## src/hdl/npvp_fifo.sv

```systemverilog
`default_nettype none
module npvp_fifo #(
	parameter int WIDTH = 8
) (
	input  wire logic             clk,
	input  wire logic             arst_n,
	input  wire logic             push_valid,
	output logic                  push_ready,
	input  wire logic [WIDTH-1:0] push_data,
	output logic                  pop_valid,
	input  wire logic             pop_ready,
	output logic [WIDTH-1:0]      pop_data
);
	logic [WIDTH-1:0] mem_q [2];
	logic             wr_q, rd_q;
	logic [1:0]       cnt_q;
	logic             do_push, do_pop;

	assign push_ready = (cnt_q != 2'd2);
	assign pop_valid  = (cnt_q != 2'd0);
	assign pop_data   = mem_q[rd_q];
	assign do_push    = push_valid && push_ready;
	assign do_pop     = pop_valid && pop_ready;

	always_ff @(posedge clk or negedge arst_n) begin
		if (!arst_n) begin
			wr_q  <= 1'b0;
			rd_q  <= 1'b0;
			cnt_q <= 2'd0;
		end else begin
			if (do_push) wr_q <= !wr_q;
			if (do_pop)  rd_q <= !rd_q;
			cnt_q <= cnt_q + 2'(do_push) - 2'(do_pop);
		end
	end

	always_ff @(posedge clk) begin
		if (do_push) mem_q[wr_q] <= push_data;
	end

endmodule
`default_nettype wire

```

## config.mk

```make
export PLATFORM = sky130hd
export DESIGN_NAME = npvp_fifo
export DESIGN_NICKNAME = d
export VERILOG_FILES = /design/src/hdl/npvp_fifo.sv
export SDC_FILE = /design/constraint.sdc
export NUM_CORES = 1
export LEC_CHECK = 0
export BUFFER_PORTS_ARGS = -buffer_cell sky130_fd_sc_hd__clkbuf_2
export CAP_MARGIN = 5
export CORE_MARGIN = 2
export CORE_UTILIZATION = 49
export CTS_CLUSTER_DIAMETER = 60
export DETAILED_ROUTE_END_ITERATION = 10
export GPL_TIMING_DRIVEN = 0
export PLACE_DENSITY = 0.75
export SLEW_MARGIN = 0
export SYNTH_ARGS = -nofsm -noshare
export SYNTH_HDL_FRONTEND = slang
export SYNTH_SLANG_ARGS = --single-unit
export TNS_END_PERCENT = 1
```

## constraint.sdc

```tcl
create_clock -name clk -period 1.6 [get_ports clk]
set_input_delay 0.16 -clock clk [delete_from_list [all_inputs] [get_ports clk]]
set_output_delay 0.16 -clock clk [all_outputs]
set_load 0.01 [all_outputs]
```

# [Word level (Yosys, flattened, before mapping)]
# Memory sizes are Yosys's and may differ from the RTL's.
# Cells that the tools add are included.
[classes] n_addsub=2 n_eq_ne=1 mux=2 n_reduce_logical=5
[op_table] cell="$add A2 B1 Y2" n=1
[op_table] cell="$logic_and A1 B1 Y1" n=2
[op_table] cell="$logic_not A1 Y1" n=2
[op_table] cell="$mux W1" n=2
[op_table] cell="$ne A2 B2 Y1 const B" n=1
[op_table] cell="$reduce_bool A2 Y1" n=1
[op_table] cell="$sub A2 B1 Y2" n=1
[totals] regBits=4 ram_bits=16 input_bits=12 memories=1
[mem_list] name="mem_q" words=2 word_bits=8 read_ports=1 rd_ports_with_merged_regs=0 write_ports=1 line_no="14" rtl="logic [WIDTH-1:0] mem_q [2];"

# [Logic depth before layout (Yosys ltp)]
# Gate-level depths: netlist of run 1.
[depth] word_depth=4 depth_mapped=5 mapped_depth_nobuf=5

# [Least setup slack after synthesis of run 1]
# Ideal clock, no wire load.
[synth_path] path_type="register -> register" startpoint="reg cnt_q[0]" endpoint="mem mem_q[0][0], enable pin" setup_time_ns=0.370 t_arrival_ns=1.072 t_required_ns=1.230 setup_slack_ns=0.157 path_stages_with_launch=4 path_buffers=0 period_less_slack_ns=1.443 cell_sequence="dfrtp_1 nand2b_1 nand2_1 nor2_1"
[synth_via] elab_chain_cells=4
[synth_rtl] element="from (decl)" line_no="16" rtl="logic [1:0] cnt_q;"
[synth_rtl] element="from (signal assigned)" line_no="33" rtl="cnt_q <= cnt_q + 2'(do_push) - 2'(do_pop);"
[synth_rtl] element="$ne A2 B2 Y1" line_no="19" rtl="assign push_ready = (cnt_q != 2'd2);"
[synth_rtl] element="net push_ready" line_no="8" rtl="output logic push_ready,"
[synth_rtl] element="$logic_and A1 B1 Y1" line_no="22" rtl="assign do_push = push_valid && push_ready;"
[synth_rtl] element="$mux W1" line_no="38" rtl="if (do_push) mem_q[wr_q] <= push_data;"
[synth_rtl] element="$mux W1 (implied by the code)" line_no="38"
[synth_rtl] element="to (decl)" line_no="14"
# The timed path passes the listed nets, and every way through them passes these cells.

# [Final worst setup path of run 1]
[layout_path] startpoint="reg rd_q" endpoint="out pop_data[1]"
[layout_via] elab_chain_cells=1
[layout_rtl] element="from (decl)" line_no="15" rtl="logic wr_q, rd_q;"
[layout_rtl] element="from (signal assigned)" line_no="32" rtl="if (do_pop) rd_q <= !rd_q;"
[layout_rtl] element="$mem_v2 Z2 W8"
[layout_rtl] element="to (decl)" line_no="12" rtl="output logic [WIDTH-1:0] pop_data"
# Every way passes these cells.

==> results of run 1 <==
-- layer usage --
metal	part of all wire	wire, um	vias up
met5	0	0	-
met4	0	0	0
met3	0.031	38	0
met2	0.59	736	8
met1	0.37	462	231
li1	-	-	229
-- critical path: cells and delay by family, from the launching register on --
kind | cells | cell delay (ns)
flops | 1 | 0.33
buf+inv | 2 | 0.36
mux | 1 | 0.37
-- per-stage QoR --
stage	util	cells	worst slack (ns)
floorplan	-	47	0.157
global placement	0.613	84	-0.00858
detailed placement	0.613	84	-0.0644
CTS	0.639	89	0.0782
global route	0.639	89	0.00932
finish	0.639	89	0.0972
-- worst max path at each step --
stage / depth (start not counted) / slack [ns] / end / start
2_1_floorplan: 3 / 0.16 / mem_q[0][0] / cnt_q[0]
3_3_place_gp: 3 / -0.009 / mem_q[0][3] / cnt_q[0]
3_5_place_dp: 3 / -0.06 / mem_q[0][3] / cnt_q[0]
4_1_cts: 3 / 0.08 / pop_data[1] / rd_q
5_1_grt: 3 / 0.009 / pop_data[1] / rd_q
6_report: 3 / 0.1 / pop_data[1] / rd_q
-- area by class of cell --
class,instances,share of cell area
multi-input combinational,26,0.233
tap,16,0.0206
sequential,20,0.596
buffer,1,0.00514
clock buffer,4,0.0270
timing repair buffer,22,0.118
-- where the power goes --
part / switching [mW] / internal [mW] / leakage (nW)
clock network: 0.134 / 0.0968 / 0.0150
logic: 0.300 / 0.303 / 0.183
registers: 0.0767 / 0.726 / 0.196
total: 0.511 / 1.13 / 0.393
-- cell families (layout without fill, tap and decap cells) --
group,count (synthesis),count (layout),share of synthesized area
DFF,20,20,0.717
xor gates and xnor gates,3,3,0.0325
muxes,8,8,0.111
buffers and inverters,1,27,0.00618
adders and majority gates,1,1,0.0155
and+or+nand+nor,11,11,0.0804
AOI/OAI and AO/OA,3,3,0.0371
-- state kept, by name, summed over array words and instances (netlist names) --
register	flops
mem_q	16
cnt_q	2
rd_q	1
wr_q	1
-- layout by cell type, fill, tap and decap left out, drive strengths merged --
cell	n
xnor2	3
nand2	2
and3	1
clkbuf	25
edfxtp	16
nand3	1
buf	1
o21ba	1
or2	1
mux2	8
a311oi	1
ha	1
nor4bb	1
nor2	3
o21ai	1
nand2b	1
dfrtp	4
nor2b	1
dlygate4sd3	1
-- repair_timing --
item,4_1_cts,5_1_grt
hold buffers,1,0
hold endpoints to repair,4,0
setup endpoints to repair,8,0
resized for setup,1,0
==> flow_metrics.py, run 1 <==
metrics = {
    "drt": {
        "via_count": 468,
        "routed_via_density": 5.26,
        "initialDrtViolationCount": 9,
        "post-route-drc-count": 0,
        "drt_pass1_iterations": 4,
        "avgRoutedWirePerCell_um": 13.9,
        "detail_route.wirelength_um": 1240,
        "drt.antenna.violating_nets": 0,
    },
    "global_routing": {
        "use_met1": 0.161,
        "busiest_layer": "met2",
        "grt_pass1_wl_um": 2040,
        "grtUsageTotal": 0.149,
        "grtUsageMet2": 0.275,
        "vias_in_the_first_global_route": 462,
        "largest_net_degree_at_the_start_of_global_routing": 12,
        "global_route.overflow_total": 0,
        "grt.met3_usage": 0.0367,
        "initial_antenna_violation_count": 0,
    },
    "timing": {
        "slew-limit-headroom": 0.708,
        "report.final.setup_viol": 0,
        "final.setup_skew_ns": 0.00445,
        "grt_setup_unrepaired": "false",
        "finalCritPeriodShare": 0.939,
        "timing.final.max_slew_violations": 0,
        "final.hold.worst_slack_ns": 0.0567,
        "final_hold_viol_count": 0,
        "post-route-min-period_ns": 1.50,
        "worst_slew_pin_slew_ns": 0.437,
        "fin_tns_setup_ns": 0,
        "fmax_ghz": 0.665,
    },
    "setup_path": {
        "critPathSlowestCell": "sky130_fd_sc_hd__mux2_2",
        "critPathMaxFanout": 9,
        "critPathMaxStageDelay_ns": 0.37,
        "cp-start-kind": "register",
        "r2r_end": "mem_q[0][2]",
        "reg2reg_slack_ns": 0.17,
        "critical_path.cell_chain": "buf_2 -> mux2_2 -> clkbuf_2",
        "worstPathRequired_ns": 1.44,
        "criticalPathCategory": "reg2out",
        "r2r-start": "cnt_q[0]",
        "setup.worst_path.end_class": "output pin",
        "worst_r2r_path_depth": 3,
        "cp_data_arrival_time_ns": 1.34,
    },
    "clock_network": {
        "postCtsSetupRepairBufs": 0,
        "cts-root-buf": "sky130_fd_sc_hd__clkbuf_4",
        "htree_num_levels": 1,
        "cts-buffers-inserted": 3,
        "cts.clk_slew.worst_paths_ns": 0.10,
        "clk_path_buf_depth": 2,
        "tritoncts_clock_tree": "done",
        "clkSinkCount": 20,
        "clk-insertion-delay-late_ns": 0.29,
    },
    "die": {
        "die_area_um2": 1990,
        "die_y_um": 44.6,
        "initial_utilization": 0.531,
        "boundaryPins": 22,
        "core-area_um2": 1520,
        "placement_rows": 14,
        "dieWidth_um": 44.6,
    },
    "placement": {
        "portBuffers": 21,
        "detailedPlacementHpwl_um": 904,
        "placed_area_um2": 935,
        "finalWeightedCongestion": 0.678,
    },
    "pwr": {
        "irDropWorstVdd_v": 0.000912,
        "total_power_draw_mw": 1.64,
        "cellLeakagePower_nw": 0.393,
        "power.density_cell_area_nw_per_um2": 1680,
    },
    "yosys": {
        "synthTopCellsByArea": "sky130_fd_sc_hd__edfxtp_1 (59%), sky130_fd_sc_hd__dfrtp_1 (12%), sky130_fd_sc_hd__mux2_2 (11%)",
        "synthesis.nets": 60,
        "synth-warning-count": 0,
        "synth_top_cell_by_area": "sky130_fd_sc_hd__edfxtp_1",
        "synth_most_common_cell": "sky130_fd_sc_hd__edfxtp_1",
        "synth_sequential_area_ratio": 0.717,
        "post_synth_inst_count": 47,
        "netlist-cell-type-count": 17,
        "netlist.area_leader.share": 0.594,
        "ys_dominant_reg_cell": "sky130_fd_sc_hd__edfxtp_1",
        "synth-async-reset-ratio": 0.200,
        "mappedNetlistArea_um2": 810,
        "number_of_enable_flip_flop_cells_after_synthesis": 16,
        "synth_commonest_cells": "sky130_fd_sc_hd__edfxtp_1 (16), sky130_fd_sc_hd__mux2_2 (8), sky130_fd_sc_hd__dfrtp_1 (4)",
        "postSynthAreaPerCell_um2": 17.2,
        "postSynthRegisterBits": 20,
    },
    "cells_and_area": {
        "stdcell_area_um2": 973,
        "final-seq-area_um2": 581,
        "diodes_inserted": 0,
        "share_of_post_route_cells_with_drive_strength_above_1": 0.493,
        "fillers": 126,
        "area_growth_pct": 20.2,
        "finish.net_count": 87,
        "multiInputGateArea_um2": 226,
    },
    "hold_path": {
        "classification_of_the_worst_slack_hold_path": "in2reg",
        "depth_of_the_worst_hold_timing_path": 1,
        "hold_path_startpoint": "push_data[7]",
        "timing.hold.worst_endpoint": "mem_q[0][7]",
    },
    "flow_run": {
        "cap_violations": 0,
    },
    "outcome": {
        "outcome": "finished, final reports clean",
    },
}
No activity file was read; power rests on OpenSTA's default activity.
==> run 2, diff against run 1 <==
Clock period 1.6 ns to 1.5 ns, I/O delays scaled along.
==> run 2 against run 1 <==
Sequential power rose by 7.3%. Via count did not move. Die area is the same. Setup slack got worse by 0.024 ns. Combinational power is 9.1% higher. Sequential cell count unchanged. Clock power up 6%. Sequential share of layout area down 0.46 points. First-iteration DRC count unchanged.
==> flow_metrics.py, run 2 (same netlist as run 1, synthesis figures left out) <==
metrics = {
    "outcome": {
        "outcome": "finished, final reports clean",
    },
    "clock_network": {
        "cts-root-buf": "sky130_fd_sc_hd__clkbuf_4",
        "clkSinkCount": 20,
        "cts-buffers-inserted": 3,
        "clk_path_buf_depth": 2,
        "clk-insertion-delay-late_ns": 0.29,
        "htree_num_levels": 1,
        "tritoncts_clock_tree": "done",
        "postCtsSetupRepairBufs": 0,
        "cts.clk_slew.worst_paths_ns": 0.10,
    },
    "global_routing": {
        "global_route.overflow_total": 0,
        "grtUsageTotal": 0.148,
        "largest_net_degree_at_the_start_of_global_routing": 12,
        "vias_in_the_first_global_route": 459,
        "initial_antenna_violation_count": 0,
        "grt_pass1_wl_um": 2020,
    },
    "timing": {
        "slew-limit-headroom": 0.739,
        "finalCritPeriodShare": 0.951,
        "worst_slew_pin_slew_ns": 0.392,
        "minimum_setup_slack_in_the_final_design_ns": 0.0732,
        "report.final.setup_viol": 0,
        "post-route-min-period_ns": 1.43,
        "final.setup_skew_ns": 0.00426,
        "fmax_ghz": 0.701,
        "grt_setup_unrepaired": "false",
        "timing.final.max_slew_violations": 0,
        "final.hold.worst_slack_ns": 0.0468,
        "final_hold_viol_count": 0,
    },
    "pwr": {
        "power.density_cell_area_nw_per_um2": 1800,
        "cellLeakagePower_nw": 0.395,
        "irDropWorstVdd_v": 0.000995,
    },
    "setup_path": {
        "critical_path.cell_chain": "buf_4 -> mux2_2 -> clkbuf_2",
        "worstPathRequired_ns": 1.35,
        "critPathMaxFanout": 9,
        "worst_path_bufs_invs": 2,
        "setup.worst_path.end_class": "output pin",
        "cp-start-kind": "register",
        "worst_r2r_path_depth": 2,
        "critPathMaxStageDelay_ns": 0.35,
        "worst-path-stages": 3,
        "criticalPathCategory": "reg2out",
        "critical-path-top-delay-family": "multiplexers",
        "cp_data_arrival_time_ns": 1.28,
        "critPathSlowestCell": "sky130_fd_sc_hd__mux2_2",
    },
    "cells_and_area": {
        "final_common_cell": "sky130_fd_sc_hd__clkbuf_2",
        "largest_register_ff_count": 16,
        "post_route_core_utilization": 0.644,
        "area_growth_pct": 21.2,
        "finish.net_count": 87,
        "diodes_inserted": 0,
        "share_of_post_route_cells_with_drive_strength_above_1": 0.493,
        "max_flop_register": "mem_q",
        "final_cell_count_no_fill": 89,
        "largestRegisters": "mem_q x16, cnt_q x2",
        "final_cell_mix": "sky130_fd_sc_hd__clkbuf_2 (21), sky130_fd_sc_hd__edfxtp_1 (16), sky130_fd_sc_hd__mux2_2 (8)",
    },
    "placement": {
        "placedCellCount": 84,
        "portBuffers": 21,
        "finalWeightedCongestion": 0.678,
        "detailedPlacementHpwl_um": 904,
        "place_ws_ns": -0.164,
    },
    "drt": {
        "drt.antenna.violating_nets": 0,
        "via_count": 468,
        "drt_pass1_iterations": 4,
        "detail_route.wirelength_um": 1240,
        "post-route-drc-count": 0,
        "routed_via_density": 5.26,
        "avgRoutedWirePerCell_um": 13.9,
        "initialDrtViolationCount": 9,
    },
    "flow_run": {
        "cap_violations": 0,
    },
    "die": {
        "placement_rows": 14,
        "core-area_um2": 1520,
        "boundaryPins": 22,
        "die_area_um2": 1990,
        "dieWidth_um": 44.6,
        "die_y_um": 44.6,
        "initial_utilization": 0.531,
    },
    "hold_path": {
        "classification_of_the_worst_slack_hold_path": "in2reg",
        "depth_of_the_worst_hold_timing_path": 1,
    },
}
run 2: metrics by stage:
stage          TNS (ns)  power, mW  instance area, um2
2_1_floorplan         0       1.30                 810
3_3_place_gp     -0.868       1.49                 935
3_5_place_dp      -1.31       1.52                 935
4_1_cts               0       1.79                 976
5_1_grt               0       1.89                 981
6_report              0       1.77                 981
run 2: timing repair:
| item | 4_1_cts | 5_1_grt |
|---|---|---|
| endpoints found under the hold margin | 4 | 0 |
| endpoints found under the setup margin | 15 | 8 |
| hold buffers | 1 | 0 |
| resized for setup | 2 | 1 |
run 2: area by class of cell:
class	count	area (um2)
plain buffers	1	7.51
clock buffers	4	26.3
fillers	123	543
multi-input cells	26	231
flip-flops and latches	20	581
well taps	16	20.0
repair buffers	22	115
run 2: report_power, final:
part	switching [mW]	internal, mW	total [mW]
clock network	0.143	0.103	0.246
registers	0.0877	0.774	0.862
logic	0.323	0.336	0.659
total	0.554	1.21	1.77
run 2: layer usage:
layer | vias up | part of all wire | GRT usage
met3 | 0 | 0.031 | 0.0367
li1 | 229 | - | -
met4 | 0 | 0 | 0.0545
met1 | 231 | 0.37 | 0.158
met5 | - | 0 | 0
met2 | 8 | 0.60 | 0.275
run 2: path summary, 6_finish.rpt:
kind / from / endpoint / slack, ns
max: rd_q / pop_data[1] / 0.07
min: push_data[7] / mem_q[0][7] / 0.05
max reg2reg: cnt_q[0] / mem_q[1][4] / 0.13
min reg2reg: wr_q / wr_q / 0.55
max in group asynchronous: arst_n / rd_q / 1.18
min in group asynchronous: arst_n / cnt_q[0] / 0.19
